--- config.mk ---
export PLATFORM = sky130hd
export DESIGN_NAME = min_max_normalizer_core
export DESIGN_NICKNAME = d
export VERILOG_FILES = /design/src/design/mmn_pkg.sv /design/src/design/mmn_divider.sv /design/src/design/min_max_normalizer_core.sv
export SDC_FILE = /design/constraint.sdc
export NUM_CORES = 1
export LEC_CHECK = 0
export BUFFER_PORTS_ARGS = -buffer_cell sky130_fd_sc_hd__buf_2
export CORE_ASPECT_RATIO = 0.5
export CORE_UTILIZATION = 60
export CTS_CLUSTER_DIAMETER = 40
export DETAILED_ROUTE_END_ITERATION = 8
export PLACE_DENSITY = 0.88
export SYNTH_ARGS = -nofsm -noshare
export SYNTH_HDL_FRONTEND = slang
export SYNTH_SLANG_ARGS = --single-unit
--- constraint.sdc ---
create_clock -name clk -period 11.1 [get_ports clk]
set_clock_uncertainty 0.05 [all_clocks]
set_input_delay 1.11 -clock clk [delete_from_list [all_inputs] [get_ports clk]]
set_output_delay 1.11 -clock clk [all_outputs]
set_load 0.03 [all_outputs]
--- src/design/mmn_pkg.sv ---
// Shared widths and constants of the min/max normaliser.
package mmn_pkg;

    localparam int PIX_W      = 16;                 // sample and register width
    localparam int PROD_W     = 2 * PIX_W;          // magnitude of the scale numerator
    localparam int BITS_STEP  = 2;                  // quotient bits retired per cycle
    localparam int DIV_CYCLES = PROD_W / BITS_STEP; // cycles for one division
    localparam int DIV_CNT_W  = $clog2(DIV_CYCLES + 1);

    // register index, taken from byte address bit 2
    localparam logic REG_TARGET_LOW  = 1'b0;
    localparam logic REG_TARGET_HIGH = 1'b1;

    typedef logic [PIX_W-1:0]  pix_t;
    typedef logic [PROD_W-1:0] prod_t;

    // input word kind: measure pass or scale pass
    typedef enum logic {MODE_MEASURE = 1'b0, MODE_SCALE = 1'b1} mode_t;

endpackage

--- src/design/mmn_divider.sv ---
// Iterative unsigned divider, two restoring steps per cycle.
module mmn_divider
(
    input  logic                clk,
    input  logic                rst_n,
    input  logic                start,
    input  mmn_pkg::prod_t      dividend,
    input  mmn_pkg::pix_t       divisor,
    output logic                done,
    output mmn_pkg::prod_t      quotient
);

    logic [mmn_pkg::DIV_CNT_W-1:0] cnt_reg, cnt_next;
    logic                          done_reg, done_next;
    mmn_pkg::prod_t                qd_reg, qd_next;
    mmn_pkg::pix_t                 rem_reg, rem_next;
    mmn_pkg::pix_t                 den_reg, den_next;

    // two dependent restoring steps on the partial remainder
    always_comb
    begin
        logic [mmn_pkg::PIX_W:0] trial;
        mmn_pkg::pix_t           rem_w;
        mmn_pkg::prod_t          qd_w;
        trial     = '0;
        rem_w     = rem_reg;
        qd_w      = qd_reg;
        cnt_next  = cnt_reg;
        den_next  = den_reg;
        done_next = 1'b0;
        if (start)
        begin
            rem_w    = '0;
            qd_w     = dividend;
            den_next = divisor;
            cnt_next = mmn_pkg::DIV_CNT_W'(mmn_pkg::DIV_CYCLES);
        end
        else if (cnt_reg != '0)
        begin
            for (int s = 0; s < mmn_pkg::BITS_STEP; s++)
            begin
                trial = {rem_w, qd_w[mmn_pkg::PROD_W-1]};
                if (trial >= {1'b0, den_reg})
                begin
                    trial = trial - {1'b0, den_reg};
                    qd_w  = {qd_w[mmn_pkg::PROD_W-2:0], 1'b1};
                end
                else
                begin
                    qd_w  = {qd_w[mmn_pkg::PROD_W-2:0], 1'b0};
                end
                rem_w = trial[mmn_pkg::PIX_W-1:0];
            end
            cnt_next  = cnt_reg - 1'b1;
            done_next = (cnt_reg == mmn_pkg::DIV_CNT_W'(1));
        end
        rem_next = rem_w;
        qd_next  = qd_w;
    end

    always_ff @(posedge clk or negedge rst_n)
    begin
        if (!rst_n)
        begin
            cnt_reg  <= '0;
            done_reg <= 1'b0;
        end
        else
        begin
            cnt_reg  <= cnt_next;
            done_reg <= done_next;
        end
    end

    always_ff @(posedge clk)
    begin
        qd_reg  <= qd_next;
        rem_reg <= rem_next;
        den_reg <= den_next;
    end

    assign done     = done_reg;
    assign quotient = qd_reg;

endmodule

--- src/design/min_max_normalizer_core.sv ---
// Top level of the min/max contrast stretch: registers, sequencer and result stage.
//
//  Channel  | Handshake               | Payload
//  ---------+-------------------------+---------------------------
//  config   | psel/penable/pwrite     | paddr, pwdata, prdata
//  input    | start & !busy           | mode, first, pixel
//  result   | done (one-cycle strobe) | scaled
//
// A measure word (mode 0) updates the frame minimum and maximum at the edge
// that accepts it; busy never rises and the next word may follow at once.
// A scale word on a flat frame gives target_low in the cycle after it is
// accepted, also with no busy time. Any other scale word passes through a
// multiply state, the two-bit-per-cycle divider and a registered step that
// signs, offsets and saturates before its strobe rises. busy falls as the
// strobe rises, so such a word holds the input until then.
// Reset (rst_n low, asynchronous) clears the frame range to 0, the output
// range to 0..65535 and the sequencer. The receiver cannot stall results.
module min_max_normalizer_core
(
    input  logic        clk,
    input  logic        rst_n,
    // configuration port
    input  logic        psel,
    input  logic        penable,
    input  logic        pwrite,
    input  logic [2:0]  paddr,
    input  logic [31:0] pwdata,
    output logic [31:0] prdata,
    output logic        pready,
    // input words
    input  logic        start,
    output logic        busy,
    input  logic        mode,
    input  logic        first,
    input  logic [15:0] pixel,
    // result words
    output logic        done,
    output logic [15:0] scaled
);

    // sequencer states
    localparam logic [1:0] ST_IDLE = 2'd0;
    localparam logic [1:0] ST_MUL  = 2'd1;
    localparam logic [1:0] ST_DIV  = 2'd2;

    logic [1:0]          state_reg, state_next;
    mmn_pkg::pix_t       low_reg, low_next;
    mmn_pkg::pix_t       high_reg, high_next;
    mmn_pkg::pix_t       fmin_reg, fmin_next;
    mmn_pkg::pix_t       fmax_reg, fmax_next;
    mmn_pkg::pix_t       amag_reg, amag_next;
    logic                aneg_reg, aneg_next;
    mmn_pkg::pix_t       span_reg, span_next;
    logic                neg_reg, neg_next;
    logic                done_reg, done_next;
    mmn_pkg::pix_t       scaled_reg, scaled_next;

    logic                accept;
    logic                cfg_wr;
    logic                flat;
    logic [16:0]         diff_a;
    logic [16:0]         diff_b;
    mmn_pkg::pix_t       bmag;
    logic                bneg;
    mmn_pkg::prod_t      product;
    logic                div_start;
    logic                div_done;
    mmn_pkg::prod_t      quotient;
    logic signed [33:0]  signed_q;
    logic signed [33:0]  sum;
    mmn_pkg::pix_t       sat;

    assign accept = start && !busy;
    assign busy   = (state_reg != ST_IDLE);
    assign pready = 1'b1;
    assign cfg_wr = psel && penable && pwrite;

    // read back the output range
    always_comb
    begin
        unique case (paddr[2])
            mmn_pkg::REG_TARGET_LOW:  prdata = {16'b0, low_reg};
            mmn_pkg::REG_TARGET_HIGH: prdata = {16'b0, high_reg};
            default:                  prdata = '0;
        endcase
    end

    // flat frame: the block returns target_low without dividing
    assign flat   = (fmax_reg <= fmin_reg);

    // signed pixel offset from the minimum and signed output span, kept as
    // sign and magnitude so the divider only sees unsigned words
    assign diff_a = {1'b0, pixel} - {1'b0, fmin_reg};
    assign diff_b = {1'b0, high_reg} - {1'b0, low_reg};
    assign bneg   = diff_b[16];
    assign bmag   = bneg ? mmn_pkg::pix_t'(-diff_b) : diff_b[15:0];

    assign product   = amag_reg * bmag;
    assign div_start = (state_reg == ST_MUL);

    mmn_divider u_div
    (
        .clk      (clk),
        .rst_n    (rst_n),
        .start    (div_start),
        .dividend (product),
        .divisor  (span_reg),
        .done     (div_done),
        .quotient (quotient)
    );

    // quotient truncates toward zero: divide magnitudes, then restore sign
    assign signed_q = neg_reg ? -$signed({2'b0, quotient}) : $signed({2'b0, quotient});
    assign sum      = signed_q + $signed({18'b0, low_reg});

    // clamp to 0..65535
    always_comb
    begin
        if (sum[33])
            sat = '0;
        else if (sum[32:16] != '0)
            sat = '1;
        else
            sat = sum[15:0];
    end

    always_comb
    begin
        state_next  = state_reg;
        low_next    = low_reg;
        high_next   = high_reg;
        fmin_next   = fmin_reg;
        fmax_next   = fmax_reg;
        amag_next   = amag_reg;
        aneg_next   = aneg_reg;
        span_next   = span_reg;
        neg_next    = neg_reg;
        done_next   = 1'b0;
        scaled_next = scaled_reg;

        if (cfg_wr)
        begin
            unique case (paddr[2])
                mmn_pkg::REG_TARGET_LOW:  low_next  = pwdata[15:0];
                mmn_pkg::REG_TARGET_HIGH: high_next = pwdata[15:0];
                default:                  ;
            endcase
        end

        unique case (state_reg)
            ST_IDLE:
            begin
                if (accept)
                begin
                    if (mode == mmn_pkg::MODE_MEASURE)
                    begin
                        // restart or widen the running range
                        if (first)
                        begin
                            fmin_next = pixel;
                            fmax_next = pixel;
                        end
                        else
                        begin
                            if (pixel < fmin_reg)
                                fmin_next = pixel;
                            if (pixel > fmax_reg)
                                fmax_next = pixel;
                        end
                    end
                    else if (flat)
                    begin
                        done_next   = 1'b1;
                        scaled_next = low_reg;
                    end
                    else
                    begin
                        aneg_next  = diff_a[16];
                        amag_next  = diff_a[16] ? mmn_pkg::pix_t'(-diff_a) : diff_a[15:0];
                        span_next  = fmax_reg - fmin_reg;
                        state_next = ST_MUL;
                    end
                end
            end
            ST_MUL:
            begin
                // product is loaded into the divider at this edge
                neg_next   = aneg_reg ^ bneg;
                state_next = ST_DIV;
            end
            ST_DIV:
            begin
                if (div_done)
                begin
                    done_next   = 1'b1;
                    scaled_next = sat;
                    state_next  = ST_IDLE;
                end
            end
            default:
            begin
                state_next = ST_IDLE;
            end
        endcase
    end

    always_ff @(posedge clk or negedge rst_n)
    begin
        if (!rst_n)
        begin
            state_reg <= ST_IDLE;
            low_reg   <= '0;
            high_reg  <= '1;
            fmin_reg  <= '0;
            fmax_reg  <= '0;
            done_reg  <= 1'b0;
        end
        else
        begin
            state_reg <= state_next;
            low_reg   <= low_next;
            high_reg  <= high_next;
            fmin_reg  <= fmin_next;
            fmax_reg  <= fmax_next;
            done_reg  <= done_next;
        end
    end

    always_ff @(posedge clk)
    begin
        amag_reg   <= amag_next;
        aneg_reg   <= aneg_next;
        span_reg   <= span_next;
        neg_reg    <= neg_next;
        scaled_reg <= scaled_next;
    end

    assign done   = done_reg;
    assign scaled = scaled_reg;

`ifndef NO_ASSERTIONS
    // the running range never inverts
    a_range_ordered : assert property (@(posedge clk) disable iff (!rst_n)
        fmax_reg >= fmin_reg)
        else $error("frame maximum below frame minimum");

    // a divider result only arrives while the sequencer waits for it
    a_div_in_state : assert property (@(posedge clk) disable iff (!rst_n)
        div_done |-> (state_reg == ST_DIV))
        else $error("divider finished outside the divide state");

    // a strobed result always leaves the block idle
    a_done_idle : assert property (@(posedge clk) disable iff (!rst_n)
        done |-> !busy)
        else $error("result strobed while busy");

    // a scale word on a non-flat frame starts the multiply
    a_scale_starts : assert property (@(posedge clk) disable iff (!rst_n)
        (accept && (mode == mmn_pkg::MODE_SCALE) && !flat) |=> (state_reg == ST_MUL))
        else $error("scale word did not start the sequencer");
`endif

endmodule

; After elaboration in Yosys (flattened, before gate mapping)
; Cells that the tools add are included.
[op_classes]
addsub = 10
n_mul = 1
n_div = 0
order_cmp = 5
n_eq_ne = 8
shift = 0
n_mux = 39
bitwise_logic = 4
n_reduce_logical = 19
[ops]
columns = cell, count
row1 = 2-to-1 mux 16 bit, 16
row2 = 2-to-1 mux 32 bit, 4
row3 = case mux 32 bit (2 select lines), 1
row4 = subtractor 16 bit, 3
row5 = adder 34 x 17 -> 34 bit, 1
row6 = >= comparator 17 x 16 -> 1 bit, 2
row7 = 2-to-1 mux 34 bit, 1
row8 = negation 32 -> 34 bit, 1
row9 = subtractor 16 x 16 -> 17 bit, 2
row10 = multiplier 16 x 16 -> 32 bit, 1
row11 = negation 16 bit, 2
row12 = case mux 16 bit (2 select lines), 1
row13 = nonzero test 17 bit, 1
row14 = greater-than comparator 16 bit, 1
row15 = less-or-equal comparator 16 bit, 1
row16 = < comparator 16 bit, 1
row17 = AND reduction 4 bit, 4
row18 = 2-to-1 mux 5 bit, 2
row19 = nonzero test 2 bit, 5
row20 = 2-to-1 mux 1 bit, 8
row21 = 2-to-1 mux 2 bit, 4
row22 = != test 2 bit (second input constant), 4
row23 = case mux 2 bit (3 select lines), 1
row24 = == test 5 x 1 -> 1 bit (second input constant), 1
row25 = other kinds (13), 18
[word_totals]
ff_bits = 187
latch_bits = 0
ram_bits = 0
rom_bits = 0
inputBits = 59
out_inout_bits = 51
elab_cells = 102
n_memories = 0

; Logic depth before layout (Yosys ltp)
[depth]
depth_word = 8
depth_mapped = 40
ltp_nobuf = 39

; Cells and area by module
; From an unflattened synthesis, not the netlist that was laid out.
[unflattened]
cells_unflattened = 2519
hier_area_um2 = 23269.8
[by_module_without_submodules]
columns = module, instances, cells_each, area_per_inst_um2, seq_area_each_um2
row1 = min_max_normalizer_core, 1, 2075, 18582.8, 3198.1
row2 = mmn_divider, 1, 444, 4687.0, 1911.8

; Least setup slack after synthesis
; Ideal clock, no wire load.
[synth_path]
path_kind = reg-to-reg
startpoint = register low_reg[0]
endpoint = register u_div.qd_reg[31] (netlist: u_div.quotient[31]) (data pin)
setup_ns = 0.267
arrival_time_ns = 9.299
required_ns = 10.783
path_slack_ns = 1.484
stages_incl_launch_ff = 40
n_path_buf = 2
period_less_slack_ns = 9.616
path_cell_list = dfrtp_1 > ha_1 > inv_1 > fa_1 > a21o_1 > a21oi_1 > o21ai_1 > a211oi_1 > nor4_1 > o41a_1 > or2_1 > a21oi_1 > clkbuf_1 > o31ai_1 > xnor2_1 > clkbuf_1 > nand2_1 > fa_1 > (+4 left out) > inv_1 > fa_1 > fa_1 > inv_1 > fa_1 > inv_1 > ha_1 > and4_1 > nand2_1 > a21oi_1 > a21oi_1 > o21ai_0 > a21oi_1 > o21ai_0 > a211oi_1 > o41ai_1 > xnor2_1 > o21ai_0
[synth_via]
elab_chain_cells = 5
[synth_lines]
columns = element, line
row1 = start: declaration, min_max_normalizer_core.sv:47  ; mmn_pkg::pix_t low_reg, low_next;
row2 = start signal: assignment, min_max_normalizer_core.sv:221  ; low_reg <= low_next;
row3 = subtractor 16 x 16 -> 17 bit (*), min_max_normalizer_core.sv:94  ; assign diff_b = {1'b0, high_reg} - {1'b0, low_reg};
row4 = negation 16 bit, min_max_normalizer_core.sv:96  ; assign bmag = bneg ? mmn_pkg::pix_t'(-diff_b) : diff_b[15:0];
row5 = 2-to-1 mux 16 bit (*), min_max_normalizer_core.sv:96
row6 = multiplier 16 x 16 -> 32 bit (*), min_max_normalizer_core.sv:98  ; assign product = amag_reg * bmag;
row7 = 2-to-1 mux 32 bit (*), mmn_divider.sv:31  ; if (start)
row8 = net u_div.qd_next[31], mmn_divider.sv:15  ; mmn_pkg::prod_t qd_reg, qd_next;
row9 = end signal: assignment, mmn_divider.sv:77  ; qd_reg <= qd_next;
row10 = end: declaration, mmn_divider.sv:15
; Mark *: on every way through the listed nets, which the timed path passes. The rest lies on a longest branch.
; A chain may end at the register's enable or synchronous reset.

; Worst setup path after layout
; Same ends and word-level chain as after synthesis.

==> Implementation_results.wiki <==
{| class="wikitable"
! Metric !! Value
|-
| TritonCTS clock tree || built
|-
| Startpoint of the worst-slack reg-to-reg timing path || low_reg[0]$_DFFE_PN0P_
|-
| Setup repair after global routing missed its margin || no
|-
| Startpoint types || flop
|-
| Multi-input combinational cell area || 16130 µm²
|-
| Synthesized netlist cell count || 2562
|-
| Path class of the lowest-slack min-delay path || flop to flop
|-
| DRC violations left || 0
|-
| Number of cells on the worst reg-to-reg path || 36
|-
| Register bit total from synthesis || 187
|-
| Finished Cell Area || 24450 µm²
|-
| Setup fix buffers added after clock tree synthesis || 0
|-
| Synth Warn # || 0
|-
| Detailed Place HPWL || 45.06 mm
|-
| CP Class || flop to flop
|-
| Timing endpoint of the critical path || u_div.quotient[31]$_DFFE_PP_
|-
| Wire length of the first global-routing pass || 95.58 mm
|-
| Number of placed I/O pins || 110
|-
| Number of unique standard cell types used by synthesis || 80
|-
| CTS H-tree depth || 4
|-
| Vias || 19040
|-
| Number of sinks on the clock net || 187
|-
| Number of flops mapped to enable cells by yosys || 98
|-
| Total congestion overflow || 0
|-
| Initial Util || 0.6129
|-
| Vias in the first global route || 18910
|-
| CTS root buf || clkbuf_16
|-
| Start point of the critical path || low_reg[0]$_DFFE_PN0P_
|-
| Die span in y || 140.6 µm
|-
| Reg-to-reg endpoint || u_div.quotient[31]$_DFFE_PP_
|-
| Worst slew margin relative to its limit || 0.05290
|-
| CP max-delay cell || fa_1
|-
| Die outline area || 39250 µm²
|-
| Final worst path period need || 10470 ps
|-
| Max FO, Critical Path || 16
|-
| Run status || finished, final reports clean
|-
| Maximum number of pins on one net before global-route repair || 74
|-
| Row cnt || 50
|-
| Overall Global Routing Usage || 0.3045
|-
| Number of search-and-repair iterations in the first detailed-routing pass || 8
|-
| Synth Area per Inst || 8.995 µm²
|-
| Max reg flops || 32
|-
| Worst setup EP type || flop
|-
| Register clock-pin slew on the reported worst setup and hold paths || 80 ps
|-
| Number of antenna violations at the first check in global routing || 2
|-
| Most used cell, CP || fa_1
|-
| Syn Std Cell Area || 23050 µm²
|-
| Total cell area at the placement stage || 23830 µm²
|-
| Top_reg_cell synth || edfxtp_1
|-
| Post-route setup TNS || 0 ps
|-
| Ratio of routed vias to standard cells || 6.124
|-
| Later-pin clock latency in the skew report || 450 ps
|-
| Total of max-cap violations || 0
|-
| Routed Antenna Nets || 0
|-
| Synth async-reset ratio || 0.3904
|-
| Final hold violation count || 0
|-
| Max Transition Viols Final || 0
|-
| Total wirelength of the detailed-routed design || 58.87 mm
|-
| Detailed-route wire length per cell || 18.94 µm
|-
| Register Area || 5110 µm²
|-
| Slew of the pin with the lowest slew margin || 1401 ps
|-
| Iteration-0 DRC count of the detailed router || 1674
|-
| Gpl congestion || 0.9620
|-
| Max Buffers Root-to-Sink || 2
|-
| Share of cells above drive strength 1 || 0.09938
|-
| Maximum operating frequency || 0.09556 GHz
|-
| Sequential element share of the synthesized area || 0.2217
|-
| Worst EP required || 11220 ps
|-
| Core Region || 37600 µm²
|-
| R2r setup slk || 630 ps
|-
| # setup viols final || 0
|-
| Port bufs || 74
|-
| Max incr delay on CP || 550 ps
|-
| Portion of the clock cycle consumed by the worst path in the final layout || 0.9428
|-
| NumNets Final || 3054
|-
| Fillers || 2889
|-
| Die Width || 279.2 µm
|-
| Layout-stage area growth over the synthesis result || 6.113%
|-
| Num CTS Buffers || 17
|-
| Arr. time, crit path || 10580 ps
|}
-- worst max-delay path, delay by kind of cell, from the launching register on --
kind	cells	cell delay, ps
adder cells (fa/ha/maj)	9	4140
buffers and inverters	5	420
AO/OA/AOI/OAI	14	3610
AND/OR/NAND/NOR	7	1360
flip-flops	1	430
XOR/XNOR	1	170
-- layout make-up --
cell class / instances / share of cell area
sequential: 187 / 0.2090
clock buffer: 17 / 0.01740
multi-input combinational: 1906 / 0.6598
inverter: 356 / 0.05464
clock inverter: 15 / 0.007572
tap: 520 / 0.02661
timing repair buffer: 105 / 0.02476
antenna: 3 / 0.0003070
-- synth_stat cells (all sizes together) (23+ instances only) --
| master | number | share of area |
|---|---|---|
| o21ai | 138 | 0.030 |
| nor2 | 107 | 0.017 |
| and2 | 79 | 0.021 |
| nand2 | 308 | 0.050 |
| nand2b | 23 | 0.0062 |
| xor2 | 40 | 0.015 |
| nand3 | 25 | 0.0060 |
| edfxtp | 98 | 0.13 |
| mux2 | 69 | 0.034 |
| nand4 | 55 | 0.015 |
| o31ai | 23 | 0.0075 |
| dfrtp | 57 | 0.062 |
| a21o | 40 | 0.013 |
| fa | 200 | 0.17 |
| buf | 28 | 0.0081 |
| nor3 | 44 | 0.0096 |
| inv | 355 | 0.058 |
| xnor2 | 110 | 0.042 |
| clkbuf | 100 | 0.016 |
| ha | 222 | 0.12 |
| o21a | 24 | 0.0078 |
| nor2b | 24 | 0.0065 |
| a21oi | 83 | 0.018 |
-- per-layer routing --
| layer | global-route usage | wire length, µm | vias up |
|---|---|---|---|
| met5 | 0 | 0 | - |
| met4 | 0.1029 | 1751 | 0 |
| met3 | 0.05403 | 4622 | 163 |
| met2 | 0.5127 | 27950 | 804 |
| met1 | 0.3989 | 24550 | 9350 |
| li1 | - | - | 8722 |
-- placed cells by master, fill, tap and decap left out, types with 13 or more instances in the layout --
master / instances
and2_1: 78
o21ai_0: 130
mux2_2: 69
edfxtp_1: 98
nand2_1: 308
or3_1: 13
ha_1: 222
nor3_1: 43
nor4b_1: 16
o31ai_1: 23
dfxtp_1: 16
dfstp_2: 16
conb_1: 17
inv_1: 355
fa_1: 200
nor2b_1: 24
nand3_1: 24
buf_2: 73
o21bai_1: 14
a21o_1: 40
a221o_1: 16
o21a_1: 24
clkbuf_16: 17
xor2_1: 40
nand2b_1: 22
nor2_1: 107
mux2i_1: 15
a211oi_1: 15
xnor2_1: 109
dfrtp_1: 57
buf_4: 32
a21oi_1: 83
nand4_1: 55
-- kinds of logic after synthesis --
| logic type | synth area share |
|---|---|
| and+or+nand+nor | 0.1725 |
| buffers and inverters | 0.08241 |
| AOI/OAI and AO/OA | 0.1315 |
| adders and majority gates | 0.2943 |
| DFF | 0.2217 |
| xor gates and xnor gates | 0.05701 |
| muxes | 0.04023 |
| other | 0.0003259 |
-- metrics by stage --
stage	utilization	hold slack (ps)	cells	setup WS, ps
4_1_cts	0.6501	373.3	3106	529.6
3_5_place_dp	0.6338	356.2	3074	606.9
2_1_floorplan	-	350.3	2577	1484
3_3_place_gp	0.6338	351.6	3074	912.8
6_report	0.6504	371.7	3109	634.9
5_1_grt	0.6503	378.9	3108	32.00
-- worst min path at each step --
| stage | startpoint | endpoint | slack, ps | depth (start not counted) |
|---|---|---|---|---|
| detailed placement | span_reg[7]$_DFFE_PP_ | u_div.den_reg[7]$_DFFE_PP_ | 360 | 0 |
| CTS | span_reg[7]$_DFFE_PP_ | u_div.den_reg[7]$_DFFE_PP_ | 370 | 0 |
| finish | span_reg[7]$_DFFE_PP_ | u_div.den_reg[7]$_DFFE_PP_ | 370 | 0 |
| global placement | span_reg[13]$_DFFE_PP_ | u_div.den_reg[13]$_DFFE_PP_ | 350 | 0 |
| floorplan | span_reg[0]$_DFFE_PP_ | u_div.den_reg[0]$_DFFE_PP_ | 350 | 0 |
| global route | span_reg[14]$_DFFE_PP_ | u_div.den_reg[14]$_DFFE_PP_ | 380 | 0 |
-- repair_timing --
action | in CTS | in global routing
endpoints found under the setup margin | 0 | 1
resized for setup | 0 | 1
hold buffers | 0 | 0
Power is left out: the tool's default activity adds up to more than one toggle a clock period on the data nets, which glitch-free logic cannot reach.
